--- config.mk ---
export PLATFORM = sky130hd
export DESIGN_NAME = midi_track_note_on_parser_core
export DESIGN_NICKNAME = d
export VERILOG_FILES = /design/src/rtl/mtnp_pkg.sv /design/src/rtl/mtnp_in_stage.sv /design/src/rtl/mtnp_parser.sv /design/src/rtl/midi_track_note_on_parser_core.sv
export SDC_FILE = /design/constraint.sdc
export NUM_CORES = 1
export LEC_CHECK = 0
export BUFFER_PORTS_ARGS = -buffer_cell sky130_fd_sc_hd__buf_2
export CORE_MARGIN = 2
export CORE_UTILIZATION = 25
export DETAILED_ROUTE_END_ITERATION = 7
export GPL_ROUTABILITY_DRIVEN = 0
export GPL_TIMING_DRIVEN = 0
export SLEW_MARGIN = 20
export SYNTH_ARGS = -nofsm -noshare
export SYNTH_HDL_FRONTEND = slang
export SYNTH_SLANG_ARGS = --single-unit
--- constraint.sdc ---
create_clock -name i_clk -period 9.7 [get_ports i_clk]
set_input_delay 1.94 -clock i_clk [delete_from_list [all_inputs] [get_ports i_clk]]
set_output_delay 1.94 -clock i_clk [all_outputs]
set_load 0.03 [all_outputs]
--- src/rtl/mtnp_pkg.sv ---
// mtnp_pkg: item types shared by the track event parser modules
// no dependencies
`default_nettype none

package mtnp_pkg;

    localparam int TIME_W = 32;

    typedef struct packed {
        logic [7:0] data_byte;
        logic       last_byte;
    } t_in_item;

    typedef struct packed {
        logic              note_valid;
        logic [TIME_W-1:0] event_time;
        logic [7:0]        note_number;
        logic [3:0]        channel;
        logic              track_done;
        logic              track_error;
    } t_out_item;

endpackage

`default_nettype wire

--- src/rtl/mtnp_in_stage.sv ---
// mtnp_in_stage: input register for the track event parser
// depends on mtnp_pkg
`default_nettype none

module mtnp_in_stage
    import mtnp_pkg::*;
(
    input  wire logic     i_clk,
    input  wire logic     i_rst_n,
    input  wire logic     i_valid,
    output logic          o_stall,
    input  wire t_in_item i_data,
    input  wire logic     i_advance,
    output logic          o_item_valid,
    output t_in_item      o_item
);

    logic     r_valid;
    t_in_item r_item;

    assign o_stall      = r_valid && !i_advance;
    assign o_item_valid = r_valid;
    assign o_item       = r_item;

    always_ff @(posedge i_clk) begin
        if (!i_rst_n) begin
            r_valid <= 1'b0;
        end else if (!o_stall) begin
            r_valid <= i_valid;
        end
    end

    always_ff @(posedge i_clk) begin
        if (!o_stall && i_valid) begin
            r_item <= i_data;
        end
    end

endmodule

`default_nettype wire

--- src/rtl/mtnp_parser.sv ---
// mtnp_parser: parse state and per-byte decode of track events
// depends on mtnp_pkg
`default_nettype none

module mtnp_parser
    import mtnp_pkg::*;
#(
    parameter int MAX_LENGTH_BYTES = 4
) (
    input  wire logic     i_clk,
    input  wire logic     i_rst_n,
    input  wire logic     i_fire,
    input  wire t_in_item i_item,
    output logic          o_res_valid,
    output t_out_item     o_res
);

    localparam int ACC_W = 7 * MAX_LENGTH_BYTES;
    localparam int CNT_W = $clog2(MAX_LENGTH_BYTES + 1);

    typedef enum logic [6:0] {
        PH_DELTA   = 7'b0000001,
        PH_STATUS  = 7'b0000010,
        PH_METATYP = 7'b0000100,
        PH_LENGTH  = 7'b0001000,
        PH_SKIP    = 7'b0010000,
        PH_PARAM1  = 7'b0100000,
        PH_PARAM2  = 7'b1000000
    } t_phase;

    localparam logic [7:0] ST_SYSEX  = 8'hF0;
    localparam logic [7:0] ST_ESCAPE = 8'hF7;
    localparam logic [7:0] ST_META   = 8'hFF;
    localparam logic [3:0] HI_NOTEON = 4'h9;
    localparam logic [3:0] HI_PROG   = 4'hC;
    localparam logic [3:0] HI_PRESS  = 4'hD;

    t_phase              r_phase,  n_phase;
    logic [ACC_W-1:0]    r_acc,    n_acc;
    logic [CNT_W-1:0]    r_cnt,    n_cnt;
    logic [TIME_W-1:0]   r_time,   n_time;
    logic [7:0]          r_status, n_status;
    logic [7:0]          r_param,  n_param;
    logic [ACC_W-1:0]    r_skip,   n_skip;

    logic [7:0]       b;
    logic [ACC_W-1:0] take_acc;
    logic [CNT_W-1:0] take_cnt;
    logic             take_done;
    logic             one_byte;
    logic             note;

    assign b         = i_item.data_byte;
    assign take_acc  = ACC_W'({r_acc, b[6:0]});
    assign take_cnt  = r_cnt + CNT_W'(1);
    assign take_done = (take_cnt >= CNT_W'(MAX_LENGTH_BYTES)) || !b[7];
    assign one_byte  = (r_status[7:4] == HI_PROG) || (r_status[7:4] == HI_PRESS);

    always_comb begin
        n_phase  = r_phase;
        n_acc    = r_acc;
        n_cnt    = r_cnt;
        n_time   = r_time;
        n_status = r_status;
        n_param  = r_param;
        n_skip   = r_skip;
        note     = 1'b0;
        case (r_phase)
            PH_STATUS: begin
                if (b == ST_SYSEX || b == ST_ESCAPE) begin
                    n_phase = PH_LENGTH;
                end else if (b == ST_META) begin
                    n_phase = PH_METATYP;
                end else if (b[7]) begin
                    n_status = b;
                    n_phase  = PH_PARAM1;
                end else begin
                    n_param = b;
                    n_phase = one_byte ? PH_DELTA : PH_PARAM2;
                end
            end
            PH_METATYP: begin
                n_phase = PH_LENGTH;
            end
            PH_LENGTH: begin
                if (take_done) begin
                    n_skip  = take_acc;
                    n_acc   = '0;
                    n_cnt   = '0;
                    n_phase = (take_acc == '0) ? PH_DELTA : PH_SKIP;
                end else begin
                    n_acc = take_acc;
                    n_cnt = take_cnt;
                end
            end
            PH_SKIP: begin
                n_skip = r_skip - ACC_W'(1);
                if (n_skip == '0) begin
                    n_phase = PH_DELTA;
                end
            end
            PH_PARAM1: begin
                n_param = b;
                n_phase = one_byte ? PH_DELTA : PH_PARAM2;
            end
            PH_PARAM2: begin
                note    = (r_status[7:4] == HI_NOTEON) && (b != 8'h00);
                n_phase = PH_DELTA;
            end
            default: begin
                if (take_done) begin
                    n_time  = r_time + TIME_W'(take_acc);
                    n_acc   = '0;
                    n_cnt   = '0;
                    n_phase = PH_STATUS;
                end else begin
                    n_acc   = take_acc;
                    n_cnt   = take_cnt;
                    n_phase = PH_DELTA;
                end
            end
        endcase
    end

    always_comb begin
        o_res_valid       = note || i_item.last_byte;
        o_res.note_valid  = note;
        o_res.event_time  = note ? r_time : '0;
        o_res.note_number = note ? r_param : 8'h00;
        o_res.channel     = note ? r_status[3:0] : 4'h0;
        o_res.track_done  = i_item.last_byte;
        o_res.track_error = i_item.last_byte && ((n_phase != PH_DELTA) || (n_cnt != '0));
    end

    always_ff @(posedge i_clk) begin
        if (!i_rst_n || (i_fire && i_item.last_byte)) begin
            r_phase  <= PH_DELTA;
            r_acc    <= '0;
            r_cnt    <= '0;
            r_time   <= '0;
            r_status <= 8'h00;
            r_param  <= 8'h00;
            r_skip   <= '0;
        end else if (i_fire) begin
            r_phase  <= n_phase;
            r_acc    <= n_acc;
            r_cnt    <= n_cnt;
            r_time   <= n_time;
            r_status <= n_status;
            r_param  <= n_param;
            r_skip   <= n_skip;
        end
    end

endmodule

`default_nettype wire

--- src/rtl/midi_track_note_on_parser_core.sv ---
// midi_track_note_on_parser_core: track event byte parser reporting note-on events
// path: each byte passes the input register, the parser decode and the output register
// throughput: one byte per cycle unless i_stall holds a pending result, set by the single decode step between registers
// reset: synchronous active-low i_rst_n empties both registers and clears parse state
// depends on mtnp_pkg, mtnp_in_stage, mtnp_parser
`default_nettype none

module midi_track_note_on_parser_core
    import mtnp_pkg::*;
#(
    parameter int MAX_LENGTH_BYTES = 4
) (
    input  wire logic     i_clk,
    input  wire logic     i_rst_n,
    input  wire logic     i_valid,
    output logic          o_stall,
    input  wire t_in_item i_data,
    output logic          o_valid,
    input  wire logic     i_stall,
    output t_out_item     o_data
);

    logic      in_valid;
    t_in_item  in_item;
    logic      advance;
    logic      res_valid;
    t_out_item res;
    logic      r_out_valid;
    t_out_item r_out;

    assign advance = in_valid && (!r_out_valid || !i_stall);

    mtnp_in_stage u_in_stage (
        .i_clk        (i_clk),
        .i_rst_n      (i_rst_n),
        .i_valid      (i_valid),
        .o_stall      (o_stall),
        .i_data       (i_data),
        .i_advance    (advance),
        .o_item_valid (in_valid),
        .o_item       (in_item)
    );

    mtnp_parser #(
        .MAX_LENGTH_BYTES (MAX_LENGTH_BYTES)
    ) u_parser (
        .i_clk       (i_clk),
        .i_rst_n     (i_rst_n),
        .i_fire      (advance),
        .i_item      (in_item),
        .o_res_valid (res_valid),
        .o_res       (res)
    );

    always_ff @(posedge i_clk) begin
        if (!i_rst_n) begin
            r_out_valid <= 1'b0;
        end else if (!r_out_valid || !i_stall) begin
            r_out_valid <= advance && res_valid;
        end
    end

    always_ff @(posedge i_clk) begin
        if (!r_out_valid || !i_stall) begin
            r_out <= res;
        end
    end

    assign o_valid = r_out_valid;
    assign o_data  = r_out;

`ifndef SYNTHESIS
    a_item_has_content: assert property (@(posedge i_clk) disable iff (!i_rst_n)
        o_valid |-> (o_data.note_valid || o_data.track_done))
        else $error("item with neither note nor track end");

    a_error_needs_done: assert property (@(posedge i_clk) disable iff (!i_rst_n)
        (o_valid && o_data.track_error) |-> o_data.track_done)
        else $error("track error without track end");

    a_idle_fields_zero: assert property (@(posedge i_clk) disable iff (!i_rst_n)
        (o_valid && !o_data.note_valid) |->
            (o_data.event_time == '0 && o_data.note_number == 8'h00
             && o_data.channel == 4'h0))
        else $error("note fields set without a note");

    a_no_advance_blocked: assert property (@(posedge i_clk) disable iff (!i_rst_n)
        (o_valid && i_stall) |-> !advance)
        else $error("parser advanced into a stalled result register");
`endif

endmodule

`default_nettype wire

### After elaboration in Yosys (flattened, before gate mapping)

Cells that the tools add are included.

| storage, ports and cells | value |
|---|---|
| bits in registers | 165 |
| memory bits (writable) | 0 |
| bits of input ports | 13 |
| bits in latches | 0 |
| memory bits (read-only) | 0 |
| memories | 0 |

| operators by class | value |
|---|---|
| divide/modulo/power cells | 0 |
| muxes and demuxes | 19 |
| reductions and logical operators | 33 |
| multiply operators | 0 |
| bitwise operators | 4 |
| add/subtract/negate cells | 3 |
| shift operators | 0 |
| magnitude comparators | 1 |
| equality and inequality tests | 17 |

Operators by type and width:

| cell | count |
|---|---|
| $logic_not 28->1 | 2 |
| $pmux 28 s2 | 1 |
| $mux 7 | 6 |
| $pmux 7 s6 | 1 |
| $add 32x28->32 | 1 |
| $mux 28 | 1 |
| $sub 28x1->28 const B | 1 |
| $eq 8x8->1 const B | 3 |
| $mux 8 | 3 |
| $mux 21 | 1 |
| $pmux 8 s2 | 1 |
| $eq 4x4->1 const B | 3 |
| $reduce_and 5->1 | 2 |
| $reduce_bool 8->1 | 1 |
| $eq 7x2->1 const B | 1 |
| $eq 7x3->1 const B | 1 |
| $eq 7x4->1 const B | 1 |
| $eq 7x5->1 const B | 1 |
| $eq 7x6->1 const B | 1 |
| $eq 7x7->1 const B | 1 |
| $logic_and 1x1->1 | 7 |
| $logic_or 1x1->1 | 7 |
| $ne 7x1->1 const B | 1 |
| $logic_not 1->1 | 6 |
| 15 further kinds | 23 |

### Depth between registers and ports, before layout

| depth | value |
|---|---|
| depth in word-level cells | 10 |
| mapped depth | 12 |

### Modules after synthesis

A second synthesis with hierarchy kept.

| second synthesis, totals | value |
|---|---|
| cells, all modules | 1034 |
| area total of the unflattened synthesis | 9012.4 sq um |

Modules (own cells, without submodules):

| module | cells an instance | area an instance (sq um) | instances |
|---|---|---|---|
| mtnp_parser | 969 | 7239.4 | 1 |
| midi_track_note_on_parser_core | 52 | 1455.1 | 1 |
| mtnp_in_stage | 13 | 317.8 | 1 |

### Least setup slack after synthesis

Ideal clock, no wire load.

| timing path | value |
|---|---|
| kind | input to register |
| start point | input i_stall |
| end point | register u_parser.r_time[14] |
| setup slack | 5208 ps |
| cell stages on the path | 9 |
| data arrival time | 4421 ps |
| setup time | 70 ps |
| cell sequence | nand2_1 and2_1 clkbuf_1 nand2b_1 clkbuf_1 nor2_1 clkbuf_1 nand2_1 a21oi_1 |

| on the way | value |
|---|---|
| word-level cells in the longest chain between the ends | 5 |
| elaborated cells between the ends (all ways) | 6 |
| those cells by class | reduce/logical: 6 |

Ends and longest elaborated chain:

| element | line | source |
|---|---|---|
| start: declaration | midi_track_note_on_parser_core.sv:19 | `input wire logic i_stall,` |
| $logic_not 1->1 (*) | midi_track_note_on_parser_core.sv:31 | `assign advance = in_valid && (!r_out_valid \|\| !i_stall);` |
| $logic_or 1x1->1 (*) | midi_track_note_on_parser_core.sv:31 |  |
| $logic_and 1x1->1 (*) | midi_track_note_on_parser_core.sv:31 |  |
| $logic_and 1x1->1 | mtnp_parser.sv:136 | `if (!i_rst_n \|\| (i_fire && i_item.last_byte)) begin` |
| $logic_or 1x1->1 | mtnp_parser.sv:136 |  |
| end signal: assignment | mtnp_parser.sv:148 | `r_time <= n_time;` |
| end: declaration | mtnp_parser.sv:41 | `logic [TIME_W-1:0] r_time, n_time;` |

Every way passes the cells marked *; elsewhere a longest branch is shown, timed or not.
A chain may end at the register's enable or synchronous reset.

### Worst setup path after layout

| timing path | value |
|---|---|
| start point | input i_stall |
| end point | output o_stall |

| on the way | value |
|---|---|
| word-level cells in the longest chain between the ends | 5 |

Ends and longest elaborated chain:

| element | line | source |
|---|---|---|
| $logic_not 1->1 | midi_track_note_on_parser_core.sv:31 |  |
| $logic_or 1x1->1 | midi_track_note_on_parser_core.sv:31 |  |
| $logic_and 1x1->1 | midi_track_note_on_parser_core.sv:31 |  |
| $logic_not 1->1 | mtnp_in_stage.sv:21 | `assign o_stall = r_valid && !i_advance;` |
| $logic_and 1x1->1 | mtnp_in_stage.sv:21 |  |
| end: declaration | midi_track_note_on_parser_core.sv:16 | `output logic o_stall,` |

No other way between the ends.

==> results.toml <==
[route]
num_vias = 7515
viasPerCell = 4.91
drt_wl_total_mm = 24.4
drc = 0
drtIter0Drc = 739
drt.antenna.violating_nets = 0
drt_first_pass_iters = 7
wl_per_cell_um = 15.9

[floorplan]
start_util = 0.254
fp.dieW_um = 189
rows = 67
fp.dieH_um = 189
die_area_mm2 = 0.0356
core_area_mm2 = 0.0335
io_pins = 62

[place]
dp_cells = 1498
portBuffers = 61
dp_hpwl_mm = 17.7

[yosys]
postSynth.asyncResetShare = 0
synth_edf_count = 56
synth_ff_type = "dfxtp_1"
synth_top_area_cell = "dfxtp_1"
avgSynthCellArea_um2 = 8.65
ys_warn_count = 0
synth.most_common_cell = "nand2_1"
synth_common_cells = "135 x nand2_1, 112 x a21oi_1, 109 x dfxtp_1, 80 x nor2_1, 56 x edfxtp_1"
synth_top_area_frac = 0.256
syn_nets = 1032
ys_types = 62
syn_area_mm2 = 0.00853
synth_area_leaders = "dfxtp_1 26%, edfxtp_1 20%, a21oi_1 6.6%"
postSynthCellCount = 987
ys_seq_area_frac = 0.453
ys_ff_latch = 165

[clock_network]
cts-resized-gates = 0
clock-sinks = 165
ctsHtreeMaxLevel = 4
clk_pin_slew_ns = 0.07
post_cts_buffers = 0
cts_made_buffers = 17
cts_hold_buf = 0
cts_tree = "yes"
clockRootBuffer = "clkbuf_16"
insertion_delay_ns = 0.44
clockBufferDepth = 2

[critical_path]
worst-setup-path-type = "input pin to primary output"
crit_path_top_delay_cell = "buf_2"
cp-end-kind = "primary output"
max_stage_delay_ns = 0.20
path_buf_inv = 2
worstPathArrival_ns = 2.42
crit_path_frequent_cell = "buf_2"
critPathRequiredTime_ns = 7.76
critPathTopFamily = "buffers and inverters"
path_max_fanout = 3
start_kind = "input pin"
critical_path.cell_chain = "buf_2 > and3_1 > buf_2"

[layout]
area_delta_synth_final_pct = 17.2
final_nets = 1114
finalNonFillerCells = 1530
diodes = 0
drive_gt1_frac = 0.105

[timing]
worst_slew_pin_slew_ns = 0.835
finalCriticalPeriod_ns = 4.36
fmax_mhz = 229
clock_skew_ns = 0.0131
setup_viol = 0
rsz0062_at_grt = "false"
setup-tns-final_ns = 0
slew-limit-headroom = 0.442
hold_viol = 0
timing.final.crit_share = 0.450
slew_viol_final = 0

[power_and_ir_drop]
cellLeakagePower_uw = 0.00384
vdd_drop_max_uv = 86.6
p_per_area_mw_per_mm2 = 149

[global_route]
antenna_found_initial = 0
grt.overflow.total = 0
grt_pass1_wl_mm = 38.7
grt_pass1_vias = 7087
grt_use_total = 0.138
grt_start_max_net_pins = 35

[job]
max-cap-violations = 0

[worst_hold_path]
min_path_type = "register to register"

[status]
status = "finished, final reports clean"
sequential cells by signal, indices dropped and copies added, names as in the netlist, 7 cells and up:
register           flops
u_parser.r_skip       28
u_parser.r_phase       7
u_parser.r_time       32
u_parser.r_param       8
u_in_stage.o_item      9
o_data                47
u_parser.r_acc        21
u_parser.r_status      8
power by group:
group	total, uW	switching [uW]	internal [uW]
registers	738	14.7	723
logic	96.1	68.8	27.3
clock network	651	312	339
total	1490	396	1090
stage by stage:
stage	util	cell area (um2)	worst slack (ns)	power [uW]	hold slack, ns
after floorplan	-	8530	5.21	812	0.432
after detailed placement	0.281	9440	4.95	850	0.443
after CTS	0.298	10000	5.33	1500	0.452
after global placement	0.280	9400	3.78	848	0.439
after global routing	0.298	10000	5.27	1530	0.482
final	0.298	10000	5.34	1490	0.452
cells by family (layout without fill, tap and decap cells):
group / after synthesis / count (layout) / synth area share
AO/OA/AOI/OAI: 257 / 257 / 0.177
multiplexers: 9 / 9 / 0.0106
XOR/XNOR: 30 / 30 / 0.0308
flip-flops: 165 / 165 / 0.453
buffers and inverters: 71 / 166 / 0.0320
adder cells (fa/ha/maj): 32 / 32 / 0.0478
AND/OR/NAND/NOR: 423 / 423 / 0.249
per-layer routing:
layer | up-vias | global-route usage | routed length [um]
li1 | 3723 | - | -
met1 | 3545 | 0.180 | 11100
met2 | 220 | 0.228 | 11500
met3 | 27 | 0.0238 | 1240
met4 | 0 | 0.0511 | 543
met5 | - | 0 | 0
path summary, 6_finish.rpt:
check                                                        end                              from  cells after the start  slack, ns
worst max register to register               o_data[0]$_DFFE_PN_   u_parser.r_skip[0]$_SDFFE_PP0P_                     11       6.15
worst min-delay path            u_parser.r_param[5]$_SDFFE_PP0P_  u_parser.r_param[5]$_SDFFE_PP0P_                      2       0.45
worst min register to register  u_parser.r_param[5]$_SDFFE_PP0P_  u_parser.r_param[5]$_SDFFE_PP0P_                      2       0.45
worst max-delay path                                     o_stall                           i_stall                      3       5.34
worst min-delay path: stages, from the launching register on:
cell     delay [ns]
dfxtp_1        0.31
nand2_1        0.05
a21oi_1        0.05
layout by cell type, fill, tap and decap left out, types with 7 or more instances in the layout:
cell | synthesis | final
a211oi_1 | 10 | 10
a21o_1 | 15 | 15
a21oi_1 | 112 | 112
a22oi_1 | 11 | 11
and2_1 | 47 | 47
and3_1 | 7 | 7
buf_2 | 5 | 66
clkbuf_1 | 49 | 49
clkbuf_16 | 0 | 17
dfxtp_1 | 109 | 109
edfxtp_1 | 56 | 56
ha_1 | 31 | 31
inv_1 | 15 | 15
mux2i_1 | 9 | 9
nand2_1 | 135 | 134
nand2b_1 | 8 | 8
nand3_1 | 53 | 53
nand4_1 | 9 | 9
nor2_1 | 80 | 80
nor2b_1 | 8 | 8
nor3_1 | 22 | 21
nor4_1 | 14 | 14
o21a_1 | 8 | 8
o21ai_0 | 30 | 30
o21ai_1 | 30 | 30
or3_1 | 12 | 12
xnor2_1 | 16 | 16
xor2_1 | 14 | 14
final cells by class:
cell class,instances,area (um2)
sequential,165,3860
buffer,56,216
inverter,15,56.3
multi-input combinational,751,4400
timing repair buffer,63,337
fill,3591,23500
clock inverter,15,135
tap,448,561
clock buffer,17,425
Note: power is estimated with default switching activity, not from simulation.
